[src/rtl/assert_macros.svh]
// Assertion helpers used by the swirl coordinate map core.
`ifndef ASSERT_MACROS_SVH
`define ASSERT_MACROS_SVH

// Implication checked every clock, off during reset.
`define ASSERT_IMPLY(label, clk, rst_n, a, b) \
  label: assert property (@(posedge clk) disable iff (!rst_n) (a) |-> (b)) \
    else $error("assertion failed");

// Next-cycle implication, off during reset.
`define ASSERT_NEXT(label, clk, rst_n, a, b) \
  label: assert property (@(posedge clk) disable iff (!rst_n) (a) |=> (b)) \
    else $error("assertion failed");

`endif

[src/rtl/swirl_sqrt_cell.sv]
`timescale 1ns / 1ps
// One restoring square-root step, one result bit per cell.
module swirl_sqrt_cell #(
  parameter int RW = 16,
  parameter int VWD = 34,
  parameter int BIT = 0
) (
  input  logic           clk,
  input  logic [VWD-1:0] v_in,
  input  logic [RW-1:0]  res_in,
  output logic [VWD-1:0] v_r,
  output logic [RW-1:0]  res_r
);
  logic [VWD-1:0] trial;
  logic [RW-1:0]  cand;
  always_comb begin
    cand = res_in | (RW'(1) << BIT);
    trial = VWD'(cand) * VWD'(cand);
  end
  always_ff @(posedge clk) begin
    v_r <= v_in;
    res_r <= (trial <= v_in) ? cand : res_in;
  end
endmodule

[config.mk]
export PLATFORM = sky130hd
export DESIGN_NAME = swirl_sqrt_cell
export DESIGN_NICKNAME = d
export VERILOG_FILES = /design/src/rtl/assert_macros.svh /design/src/rtl/swirl_sqrt_cell.sv
export SDC_FILE = /design/constraint.sdc
export NUM_CORES = 1
export LEC_CHECK = 0
export BUFFER_PORTS_ARGS = -buffer_cell sky130_fd_sc_hd__buf_2
export CORE_MARGIN = 2
export CORE_UTILIZATION = 60
export DETAILED_ROUTE_END_ITERATION = 6
export PLACE_DENSITY = 0.78
export SLEW_MARGIN = 20
export SYNTH_ARGS = -nofsm -noshare
export SYNTH_HDL_FRONTEND = slang
export SYNTH_SLANG_ARGS = --single-unit
[constraint.sdc]
create_clock -name clk -period 22 [get_ports clk]
set_clock_uncertainty 0.15 [all_clocks]
set_input_delay 4.4 -clock clk [delete_from_list [all_inputs] [get_ports clk]]
set_output_delay 4.4 -clock clk [all_outputs]
set_load 0.02 [all_outputs]
# --- Word-level counts from Yosys, hierarchy flattened ---
# Index checks and enable logic that the tools add are counted.
classes:
  magnitude_cmp: 1
  multipliers: 1
op_table:
  columns: ["operator", "count"]
  rows:
  - ["32-bit by 34-bit <= comparator with 1-bit output", 1]
  - ["16-bit by 16-bit multiplier with 32-bit output", 1]
word_totals:
  word_cells: 5
  output_inout_bits: 50
  in_bits: 51
  register_bits: 50

# --- Longest topological paths before layout ---
logic_depth:
  word_depth: 2
  ltp_mapped: 30
  mapped_depth_nobuf: 28

# --- Worst setup path after synthesis ---
# No wires, ideal clock.
synth_timing:
  kind: "input to register"
  start: "input port res_in[7]"
  end: "register res_r[0]"
  cell_stages: 26
  required_ns: 21.730
  setup_time_ns: 0.120
  setup_slack_ns: 10.585
  arrival_time_ns: 11.146
  n_path_buf: 2
  path_cell_list: "clkbuf_1 > inv_1 > nor2_1 > ha_1 > xnor2_1 > fa_1 > fa_1 > fa_1 > fa_1 > inv_1 > fa_1 > inv_1 > ha_1 > clkbuf_8 > a21oi_1 > o21ai_0 > or2_2 > o211ai_1 > o311ai_0 > a221o_1 > ha_1 > nand4_1 > or4_1 > nor3_1 > o21ai_0 > a211o_1"
synth_between:
  elab_chain_cells: 2
synth_rtl:
  columns: ["item", "line", "source"]
  rows:
  - ["start: declaration", "swirl_sqrt_cell.sv:10", "input logic [RW-1:0] res_in,"]
  - ["16-bit by 16-bit multiplier with 32-bit output", "swirl_sqrt_cell.sv:18", "trial = VWD'(cand) * VWD'(cand);"]
  - ["32-bit by 34-bit <= comparator with 1-bit output", "swirl_sqrt_cell.sv:22", "res_r <= (trial <= v_in) ? cand : res_in;"]
  - ["end signal: assignment", "swirl_sqrt_cell.sv:22", null]
  - ["end: declaration", "swirl_sqrt_cell.sv:12", "output logic [RW-1:0] res_r"]
# Every way passes these cells.
# A chain may end at the register's enable or synchronous reset.

# --- Final worst setup path ---
layout_timing:
  start: "input port res_in[15]"
  end: "register res_r[0]"
# The elaborated chain is that of the path after synthesis.

==> impl_metrics.py <==
metrics = {
    "outcome": {
        "status": "completed",
    },
    "clocking": {
        "holdBufCountCts": 0,
        "postCtsResizedCells": 0,
        "cts_tree": "yes",
        "path_clk_slew_ns": 0.07,
        "post-cts-setup-buffers": 0,
        "cts_buffer_depth": 2,
        "ctsRootBufferMaster": "clkbuf_16",
        "htreeDepth": 2,
        "cts.sinks": 50,
        "cts_inserted_buffers": 5,
    },
    "synth": {
        "ys_seq_area_share_pct": 10.8,
        "yosysWarnings": 0,
        "yosys.area.top_type": "fa_1",
        "synth_edf_count": 0,
        "synth.top_cell.area_share_pct": 35.6,
        "yosysUniqueCellTypes": 60,
        "yosys-top-cells-area": "fa_1 (36%), ha_1 (18%), inv_1 (11%)",
        "async_reset_ff_share_pct": 0,
        "synthFlopType": "dfxtp_1",
        "postSynthCellCount": 1004,
        "synth_area_mm2": 0.00927,
        "ys_seq_elements": 50,
        "synthTopCellsByCount": "inv_1 (267), fa_1 (165), ha_1 (131)",
        "yosysMostFrequentCell": "inv_1",
        "synth_area_per_cell_um2": 9.23,
        "synth_nets": 1351,
    },
    "global_route": {
        "grt_pass1_wl_mm": 34.1,
        "grt_pass1_vias": 7322,
        "grt_overflow": 0,
        "grt_start_max_net_pins": 21,
        "grtUsageTotal_pct": 26.4,
        "antenna_found_initial": 0,
    },
    "routing": {
        "first_pass_iters": 6,
        "wl_per_cell_um": 16.1,
        "dr_total_vias": 7024,
        "wl_mm": 20.4,
        "drt_iter0_drc": 499,
        "drc": 0,
        "ant_nets": 0,
        "viasPerCell": 5.53,
    },
    "cells_and_area": {
        "post-route-util_pct": 65.7,
        "area_delta_synth_final_pct": 7.30,
        "fillers": 1260,
        "nets": 1429,
        "multiInputGateArea_mm2": 0.00705,
        "finalNonFillerCells": 1271,
        "drive_gt1_share_pct": 11.2,
        "layout.area.seq_mm2": 0.00100,
        "diodes": 0,
    },
    "place": {
        "dp.cells": 1263,
        "gp_congestion": 0.945,
        "place_hpwl_mm": 17.2,
        "io_buffers": 100,
    },
    "floorplanning": {
        "dieArea_mm2": 0.0165,
        "rows": 45,
        "die-height_um": 128,
        "coreArea_mm2": 0.0151,
        "start_util_pct": 61.2,
        "die_x_um": 128,
        "ios": 101,
    },
    "setup_path": {
        "slowest_delay_ns": 0.54,
        "path_cells": "buf_2 -> clkinv_1 -> nor2_1 -> fa_1 -> fa_1 -> fa_1 -> fa_1 -> fa_1 -> inv_1 -> fa_1 -> inv_1 -> ha_1 -> a21oi_1 -> o21ai_0 -> or2_2 -> o211ai_1 -> o311ai_0 -> a221o_1 -> ha_1 -> nand4_1 -> or4_1 -> nor3_1 -> o21ai_0 -> a211o_1",
        "crit_family": "adder cells",
        "worstSetupStartpoint": "res_in[15]",
        "crit_fanout": 10,
        "required_ns": 22.04,
        "cp_num_buf_inv": 4,
        "worst_path_most_repeated_cell": "fa_1",
        "critical_path_class": "input pin to flip-flop",
        "critPathSlowestCell": "fa_1",
        "cp-start-kind": "input pin",
        "endpoint_kind": "flip-flop",
        "cp.arrival_ns": 12.25,
    },
    "timing": {
        "rsz0062_at_grt": "no",
        "drv_slew": 0,
        "fin_crit_ns": 12.21,
        "tightest_slew_ns": 0.756,
        "whs_ns": 4.06,
        "relSlewSlack_pct": 48.3,
        "hold_viol_final": 0,
        "fmax_ghz": 0.0819,
        "fin_crit_sh_pct": 55.5,
        "tns_ns": 0,
        "setup-violations-final": 0,
    },
    "flow_run": {
        "drv_cap": 0,
    },
    "worst_hold_path": {
        "hold_class": "input pin to flip-flop",
        "min-delay-start": "v_in[9]",
    },
}
## layout by cell type, fill, tap and decap left out, types with 5 or more instances in the layout
cell	count
inv_1	267
fa_1	165
ha_1	131
buf_2	100
nand2_1	92
dfxtp_1	50
nor2_1	43
a21oi_1	29
xnor2_1	24
o21ai_0	20
and2_1	20
a21o_1	17
nand4_1	14
xor2_1	13
nor3_1	9
a211oi_1	7
o21bai_1	6
o21a_1	5
nand3_1	5
clkbuf_16	5
## logic make-up after synthesis
kind of cell / Yosys count / synth area share [%]
buf+inv: 297 / 13.2
compound gates: 119 / 8.87
xor+xnor: 37 / 3.50
flops: 50 / 10.8
simple gates: 203 / 10.1
fa+ha+maj: 296 / 53.3
mux: 2 / 0.229
## area by class of cell
class | instances | share of cell area (%)
well taps | 188 | 2.36
multi-input cells | 657 | 70.9
clock buffers | 6 | 1.40
repair buffers | 100 | 5.03
clock inverters | 2 | 0.164
flip-flops and latches | 50 | 10.1
inverters | 268 | 10.1
## stage by stage
stage	area, µm²	setup slack [ns]
after floorplan	9270	10.58
after global placement	9790	9.67
after detailed placement	9790	9.55
after CTS	9950	9.86
after global routing	9950	9.39
final	9950	9.79
## state kept, by name, summed over array words and instances (netlist names)
| register | cells |
|---|---|
| v_r | 34 |
| res_r | 16 |
## metal layers
metal / track usage [%] / vias to the layer above / share of wire, %
met3: 4.59 / 50 / 6.9
li1: - / 3264 / -
met5: 0 / - / 0
met2: 47.3 / 278 / 52
met1: 32.0 / 3432 / 38
met4: 9.31 / 0 / 2.9
## final timing paths
| check | endpoint | cells after the start |
|---|---|---|
| worst max-delay path | res_r[0] | 24 |
| worst min-delay path | v_r[9] | 1 |
Power is left out: the tool's default activity adds up to more than one toggle a clock period on the data nets, which glitch-free logic cannot reach.
