## src/rtl/assert_macros.svh

```systemverilog
// Assertion helpers used by the swirl coordinate map core.
`ifndef ASSERT_MACROS_SVH
`define ASSERT_MACROS_SVH

// Implication checked every clock, off during reset.
`define ASSERT_IMPLY(label, clk, rst_n, a, b) \
  label: assert property (@(posedge clk) disable iff (!rst_n) (a) |-> (b)) \
    else $error("assertion failed");

// Next-cycle implication, off during reset.
`define ASSERT_NEXT(label, clk, rst_n, a, b) \
  label: assert property (@(posedge clk) disable iff (!rst_n) (a) |=> (b)) \
    else $error("assertion failed");

`endif

```

## src/rtl/swirl_pkg.sv

```systemverilog
`timescale 1ns / 1ps
package swirl_pkg;

  localparam int CoordBits    = 12;
  localparam int CordicStages = 16;
  localparam int MaxStages    = 24;

  localparam int OutW   = 18;
  localparam int AngW   = 18;
  localparam int ZW     = 22;   // Q.16 angle, with wrap headroom
  localparam int VW     = 34;   // Q.16 coordinates during rotation
  localparam int CfgW   = 18;
  localparam int CfgIdxW = 2;

  localparam logic [CfgIdxW-1:0] RegCenterX = 2'd0;
  localparam logic [CfgIdxW-1:0] RegCenterY = 2'd1;
  localparam logic [CfgIdxW-1:0] RegRadius  = 2'd2;
  localparam logic [CfgIdxW-1:0] RegAngle   = 2'd3;

  localparam logic signed [ZW-1:0] PiQ16     = 22'sd205887;
  localparam logic signed [ZW-1:0] TwoPiQ16  = 22'sd411775;
  localparam logic signed [ZW-1:0] HalfPiQ16 = 22'sd102944;
  localparam logic signed [17:0]   InvGainQ16 = 18'sd39797;

  function automatic logic signed [ZW-1:0] atan_q16(input int i);
    logic signed [ZW-1:0] v;
    unique case (i)
      0: v = 22'sd51472;  1: v = 22'sd30386;  2: v = 22'sd16055;
      3: v = 22'sd8150;   4: v = 22'sd4091;   5: v = 22'sd2047;
      6: v = 22'sd1024;   7: v = 22'sd512;    8: v = 22'sd256;
      9: v = 22'sd128;    10: v = 22'sd64;    11: v = 22'sd32;
      12: v = 22'sd16;    13: v = 22'sd8;     14: v = 22'sd4;
      15: v = 22'sd2;     16: v = 22'sd1;
      default: v = '0;
    endcase
    return v;
  endfunction

endpackage

```

## src/rtl/swirl_cordic_cell.sv

```systemverilog
`timescale 1ns / 1ps
module swirl_cordic_cell #(
  parameter int STAGE = 0
) (
  input  logic                                clk,
  input  logic signed [swirl_pkg::VW-1:0]     x_in,
  input  logic signed [swirl_pkg::VW-1:0]     y_in,
  input  logic signed [swirl_pkg::ZW-1:0]     z_in,
  output logic signed [swirl_pkg::VW-1:0]     x_r,
  output logic signed [swirl_pkg::VW-1:0]     y_r,
  output logic signed [swirl_pkg::ZW-1:0]     z_r
);
  logic signed [swirl_pkg::VW-1:0] xs, ys;
  always_comb begin
    xs = x_in >>> STAGE;
    ys = y_in >>> STAGE;
  end
  always_ff @(posedge clk) begin
    if (!z_in[swirl_pkg::ZW-1]) begin
      x_r <= x_in - ys;
      y_r <= y_in + xs;
      z_r <= z_in - swirl_pkg::atan_q16(STAGE);
    end else begin
      x_r <= x_in + ys;
      y_r <= y_in - xs;
      z_r <= z_in + swirl_pkg::atan_q16(STAGE);
    end
  end
endmodule

```

## config.mk

```make
export PLATFORM = sky130hd
export DESIGN_NAME = swirl_cordic_cell
export DESIGN_NICKNAME = d
export VERILOG_FILES = /design/src/rtl/assert_macros.svh /design/src/rtl/swirl_pkg.sv /design/src/rtl/swirl_cordic_cell.sv
export SDC_FILE = /design/constraint.sdc
export NUM_CORES = 1
export LEC_CHECK = 0
export BUFFER_PORTS_ARGS = -buffer_cell sky130_fd_sc_hd__buf_2
export CAP_MARGIN = 5
export CORE_ASPECT_RATIO = 1.4
export CORE_MARGIN = 5
export CORE_UTILIZATION = 50
export CTS_BUF_LIST = sky130_fd_sc_hd__clkbuf_4 sky130_fd_sc_hd__clkbuf_8
export DETAILED_ROUTE_END_ITERATION = 10
export PLACE_DENSITY = 0.74
export SYNTH_ARGS = -nofsm -noshare
export SYNTH_HDL_FRONTEND = slang
export SYNTH_SLANG_ARGS = --single-unit
```

## constraint.sdc

```tcl
create_clock -name clk -period 7.63 [get_ports clk]
set_input_delay 1.1445 -clock clk [delete_from_list [all_inputs] [get_ports clk]]
set_output_delay 1.1445 -clock clk [all_outputs]
set_load 0.01 [all_outputs]
```

======== Yosys cells after proc, flatten, opt, wreduce, memory -nomap -nowiden ========
Index checks and enable logic that the tools add are counted.
cells by class
  add/subtract/negate cells ............... 5
  muxes and demuxes ....................... 3
operators with widths
  operator                count
  $mux 34                 2
  $sub 34x34->34          2
  $add 34x34->34          1
  $add 22x17->22 const B  1
  $mux 22                 1
  $sub 22x17->22 const B  1
word-level totals
  output and inout port bits .............. 90
  flip-flop bits (word level) ............. 90
  input bits .............................. 91
  word-level logic and storage cells ...... 11

======== Longest topological paths before layout ========
Gate-level depths: netlist of the first run.
  depth in word-level cells ............... 2
  depth in mapped cells ................... 13
  mapped depth without buffers ............ 12

======== Least setup slack after synthesis of the first run ========
OpenSTA, ideal clock, no wires.
  kind .................................... input-to-reg
  from .................................... input z_in[21] (netlist name)
  to ...................................... register z_r[20] (netlist name)
  path buffers ............................ 2
  path slack .............................. 3681 ps
  required time ........................... 7558 ps
  arrival time ............................ 3877 ps
  cell stages on the path ................. 13
  library setup time ...................... 72 ps
  cell sequence ........................... inv_1 > clkbuf_1 > buf_1 > ha_1 > a21o_1 > a21oi_1 > o21bai_1 > a211o_1 > a31oi_1 > a21o_1 > o21ai_0 > a21oi_1 > xnor2_1
on the way
  word-level cells in the longest chain between the ends .. 1
ends and longest elaborated chain
  item                  RTL line                 text
  start, declared       swirl_cordic_cell.sv:8   input logic signed [swirl_pkg::ZW-1:0] z_in,
  $mux 22               swirl_cordic_cell.sv:19  if (!z_in[swirl_pkg::ZW-1]) begin
  end signal, assigned  swirl_cordic_cell.sv:22  z_r <= z_in - swirl_pkg::atan_q16(STAGE);
  end signal, assigned  swirl_cordic_cell.sv:26  z_r <= z_in + swirl_pkg::atan_q16(STAGE);
  end, declared         swirl_cordic_cell.sv:11  output logic signed [swirl_pkg::ZW-1:0] z_r
Every way passes these cells.

======== Worst setup path in the final report of the first run ========
Ends and elaborated chain as after synthesis.

==> run_results.csv, run 1 <==
group,metric,value,unit
yosys,synth_top_area_share,21.4,%
floorplan,die_area,19400,µm²
setup_path,critPathArrivalTime,4.36,ns
floorplan,num_io_pins,181,
placed_design,portBuffers,180,
sta,hold_viol,0,
yosys,synthArstFlopShare,0,%
setup_path,crit_family,"compound AO/OA/AOI/OAI gates",
clocking,hold_buffers,0,
routing,vias,8129,
yosys,yosys-top-cells-count,"a21oi_1 (133), ha_1 (116), inv_1 (99), dfxtp_1 (89), nor2_1 (73)",
setup_path,start_kind,"primary input",
setup_path,criticalPathCategory,"in -> reg",
yosys,synthFlopType,"dfxtp_1",
pwr,power_per_cell_area,177,nW/µm²
setup_path,crit_fanout,78,
yosys,synth_area_per_cell,7.93,µm²
floorplan,start_util,51.3,%
pwr,power.leakage,4.58,nW
routing,drt_iter0_markers,550,
yosys,synth_top_area_cell,"dfxtp_1",
floorplan,rows,55,
layout,layout-drive-gt1-share,20.3,%
sta,setup_viol,0,
setup_path,path_buf_inv,3,
global_route,grt_usage,24.9,%
yosys,synth_seq_cells,89,
clocking,cts_resized,0,
sta,period_share,52.9,%
layout,antenna_cells,0,
yosys,syn_area,8330,µm²
setup_path,cp_slowest_cell,"buf_4",
yosys,synthesis.nets,1261,
outcome,status,"completed",
layout,area_growth_syn_to_layout,13.5,%
clocking,cts_buffers,9,
layout,fin_util,58.2,%
routing,drc,0,
setup_path,max_stage_delay,0.65,ns
floorplan,die_y,163,µm
layout,n_fill_cell,1533,
placed_design,place_hpwl,19600,µm
sta,fin_hold_ws,0.845,ns
clocking,cts_buffer_depth,2,
routing,wire_per_inst,17.4,µm
floorplan,fp.coreArea,16200,µm²
yosys,postSynthCellCount,1050,
hold_path,hold_path.class,"in -> reg",
routing,drt_wl_total,24300,µm
routing,via_per_inst,5.81,
setup_path,crit_path_end_kind,"register",
clocking,cts_max_level,3,
clocking,clk_pin_slew_worst_paths,0.09,ns
global_route,grt_first_pass_wirelength,39500,µm
routing,dr.pass1.iters,6,
global_route,grt_overflow_total,0,
global_route,grt_max_degree,79,
clocking,cts_tree,"yes",
pwr,ir_drop,94.4,µV
sta,slew_violations,0,
sta,relSlewSlack,43.3,%
layout,layout.nets,1408,
clocking,clock_sinks,89,
floorplan,fp.dieW,119,µm
sta,worstMarginPinSlew,0.851,ns
setup_path,cp_cell_sequence,"buf_2 -> buf_4 -> inv_2 -> fa_1 -> a21o_1 -> a21oi_1 -> o21bai_1 -> a211o_1 -> a31oi_1 -> a21o_1 -> o21ai_0 -> a21oi_1 -> xnor2_1",
global_route,antenna_found_initial,0,
sta,fin_crit,4.04,ns
sta,rsz0062_at_grt,"no",
yosys,synth_cell_types,80,
setup_path,required,7.95,ns
yosys,synth_enable_flop_cells,0,
sta,max_freq,0.248,GHz
clocking,post-cts-setup-buffers,0,
sta,setup_tns,0,ns
global_route,grt_pass1_vias,8067,
job,maxCapViolCount,0,
yosys,yosys_warnings,0,
placed_design,gp_congestion,0.947,
yosys,yosysMostFrequentCell,"a21oi_1",
yosys,yosysSeqAreaShare,21.4,%
routing,ant_nets,0,
yosys,synthTopCellsByArea,"dfxtp_1 (21%), ha_1 (17%), a21oi_1 (8.0%)",
clocking,clockRootBuffer,"clkbuf_8",
-- through the flow --
step	setup slack [ns]	std cells	instance area, µm²	power [W]
after global routing	3.35	1400	9450	0.00179
after detailed placement	3.22	1385	9260	0.00135
after CTS	3.63	1400	9450	0.00168
final	3.59	1400	9450	0.00167
after global placement	3.31	1385	9260	0.00135
after floorplan	3.68	1050	8330	0.00110
-- layout by cell type (no fill, tap or decap), drive strengths merged, types with 4 or more instances in the layout --
master  instances
buf           182
a21oi         137
ha            116
inv           108
dfxtp          89
nor2           74
xnor2          64
o21ai          61
nand2          55
a21o           28
o21bai         23
mux2i          22
nor3           22
a211oi         19
nand2b         15
xor2           13
nand3          11
nand4          11
clkbuf         11
nor2b          11
o21a           10
or3            10
nor4            9
a31oi           8
or2             7
o31ai           6
o41ai           6
a21boi          6
o221ai          5
a31o            4
o311a           4
fa              4
a311oi          4
-- cell type report --
class	count	area, µm²	share of cell area [%]
Inverter	107	402	4.25
Sequential cell	89	1780	18.9
Multi-Input combinational cell	808	5920	62.6
Clock inverter	4	35.0	0.371
Timing Repair Buffer	182	916	9.69
Clock buffer	11	151	1.60
Tap cell	199	249	2.63
-- metal layers --
metal  global-route usage, %  vias to the layer above  routed length (µm)
met5                       0                        -                   0
met1                    27.9                     3746                9370
met4                    14.5                        0                1180
li1                        -                     3972                   -
met3                    3.61                       87                1460
met2                    44.6                      324               12300
-- state kept, by name (all words and copies together) (netlist names) --
signal	cells
z_r	22
y_r	34
x_r	33
-- kinds of logic after synthesis --
kind of cell | Yosys count | synth area share, %
AO/OA/AOI/OAI | 348 | 27.6
AND/OR/NAND/NOR | 240 | 14.2
buffers and inverters | 153 | 7.54
adder cells (fa/ha/maj) | 120 | 18.4
flip-flops | 89 | 21.4
XOR/XNOR | 77 | 8.10
multiplexers | 23 | 2.78
-- where the power goes --
group,switching (W),total (W),leakage (nW),internal (W)
sequential,0.0000272,0.000598,0.751,0.000571
combinational,0.000450,0.000751,3.74,0.000301
clock,0.000185,0.000323,0.0964,0.000138
-- path summary, 6_finish.rpt --
kind	slack, ns	endpoint	startpoint	depth (start not counted)
max	3.59	z_r[20]	z_in[21]	13
min	0.84	z_r[0]	z_in[0]	1
No activity file was read; power rests on OpenSTA's default activity.
==> inputs of run 2 (changes only) <==
PLACE_DENSITY = 0.77   (was 0.74)
clock period = 3.35 ns   (was 7.63 ns; I/O delays follow)
==> run 2 against run 1 <==
Effect of this change: count of clock-buffer cells in the layout is the same; via count grew 0.92%; sequential share of layout area fell by 0.60 points; largest power group unchanged; sequential power increased by 130%; first-iteration DRC count down 3.3%; cell area grew 3.3%; critical path depth is 1 lower; non-clock buffer count up 42; power increased by 130%; hold slack got worse by 0.64 ns; sequential cell count is the same; cell count grew 3.1%.
==> run_results.csv, run 2 (synthesis results as in run 1) <==
group,metric,value,unit
placed_design,place_ws,-0.0198,ns
pwr,switching_share,39.9,%
routing,vias,8204,
placed_design,place_hpwl,20800,µm
sta,setup_viol,0,
layout,top_regs,"y_r (34), x_r (33), z_r (22)",
sta,fin_ws,0.351,ns
layout,fin_cells,1443,
clocking,cts_tree,"yes",
floorplan,num_io_pins,181,
clocking,post-cts-setup-buffers,0,
layout,final_common_cell,"buf_2",
job,maxCapViolCount,0,
layout,largest-register,"y_r",
pwr,power_per_cell_area,400,nW/µm²
outcome,status,"completed",
clocking,cts_buffers,9,
floorplan,rows,55,
sta,hold_viol,0,
global_route,grt_max_degree,74,
layout,area_growth_syn_to_layout,17.3,%
layout,largest_reg_flops,34,
routing,dr.pass1.iters,5,
setup_path,start_kind,"primary input",
routing,dr_wl_met2,13100,µm
layout,layout.nets,1450,
hold_path,hold_depth,1,
pwr,p_switching,0.00156,W
global_route,grt_first_pass_wirelength,40100,µm
global_route,grt_overflow_total,0,
sta,slew_violations,0,
sta,max_freq,0.333,GHz
routing,maxUsedRoutingLayer,"met4",
pwr,ir_drop,217,µV
floorplan,fp.coreArea,16200,µm²
pwr,p_int,0.00235,W
pwr,fin_total_pwr,0.00390,W
floorplan,die_y,163,µm
clocking,cts_max_level,3,
routing,wire_per_inst,17.6,µm
sta,period_share,89.5,%
global_route,grt_pass1_vias,8190,
floorplan,fp.dieW,119,µm
floorplan,start_util,51.3,%
pwr,p_comb_share,46.0,%
setup_path,criticalPathCategory,"in -> reg",
sta,rsz0062_at_grt,"no",
routing,drt_wl_total,25400,µm
hold_path,hp-start,"z_in[3]",
routing,via_per_inst,5.69,
clocking,clk_pin_slew_worst_paths,0.09,ns
floorplan,die_area,19400,µm²
setup_path,startpoint,"x_in[12]",
global_route,grt_usage,25.4,%
routing,drc,0,
pwr,power_frac_clock,19.1,%
setup_path,critPathArrivalTime,3.32,ns
clocking,clock_sinks,89,
routing,wl_met3,1480,µm
routing,drt_iter0_markers,532,
clocking,cts_resized,0,
placed_design,dp_cells,1427,
pwr,pwr-share-seq,34.9,%
layout,antenna_cells,0,
sta,fin_crit,3.00,ns
clocking,hold_buffers,0,
routing,ant_nets,0,
clocking,clockRootBuffer,"clkbuf_8",
global_route,antenna_found_initial,0,
sta,worstMarginPinSlew,0.774,ns
placed_design,portBuffers,180,
layout,final_cell_mix,"buf_2 (180), a21oi_1 (133), ha_1 (116)",
placed_design,gp_congestion,0.961,
setup_path,crit_path_end_kind,"register",
sta,relSlewSlack,48.4,%
layout,layout-drive-gt1-share,23.1,%
setup_path,required,3.67,ns
hold_path,hold_path.class,"in -> reg",
clocking,cts_buffer_depth,2,
routing,drt-met1-wl,9760,µm
layout,fin_util,60.1,%
setup_path,crit_fanout,10,
pwr,power.leakage,4.78,nW
==> run 2: cell count changes in the layout (fill, tap and decap cells not counted) <==
cell	change
buf_4	+42
clkbuf_4	+1
clkbuf_8	-1
clkinv_2	+1
clkinv_4	-2
clkinvlp_4	+2
==> run 2: layer usage <==
layer	up-vias	global-route usage, %
li1	4050	-
met1	3762	28.2
met2	325	47.7
met3	67	2.95
met4	0	12.3
met5	-	0
==> run 2: final cells by class <==
cell class / instances / area (µm²)
clock buffer: 11 / 145
clock inverter: 5 / 37.5
fill: 1543 / 6480
inverter: 107 / 402
multi-input combinational: 808 / 5920
sequential: 89 / 1780
tap: 199 / 249
timing repair buffer: 224 / 1230
==> run 2: final timing paths <==
kind | slack [ns] | to
worst min-delay path | 0.21 | z_r[3]
worst max-delay path | 0.35 | y_r[31]
==> run 2: worst max-delay path, cell delays in order <==
cell and delay (ns):
buf_2 0.11, inv_1 0.04, ha_1 0.43, a21oi_1 0.35, o21bai_1 0.13, a221oi_1 0.51, o21a_1 0.21, o21ai_0 0.15
o22ai_1 0.35, o41ai_2 0.13, mux2_1 0.32, o211ai_1 0.08
==> run 2: power by group through the flow <==
stage	Clock [W]	Sequential (W)	Combinational [W]
after floorplan	0	0.00152	0.000990
after global placement	0	0.00139	0.00177
after detailed placement	0	0.00139	0.00178
after CTS	0.000759	0.00137	0.00179
after global routing	0.000807	0.00139	0.00196
final	0.000744	0.00136	0.00180
==> run 2: stage by stage <==
stage	hold WS (ns)	TNS, ns	area (µm²)
finish	0.205	0	9760
global route	0.199	0	9760
CTS	0.191	0	9760
detailed placement	0.606	-0.0198	9580
global placement	0.604	0	9580
floorplan	0.530	0	8330
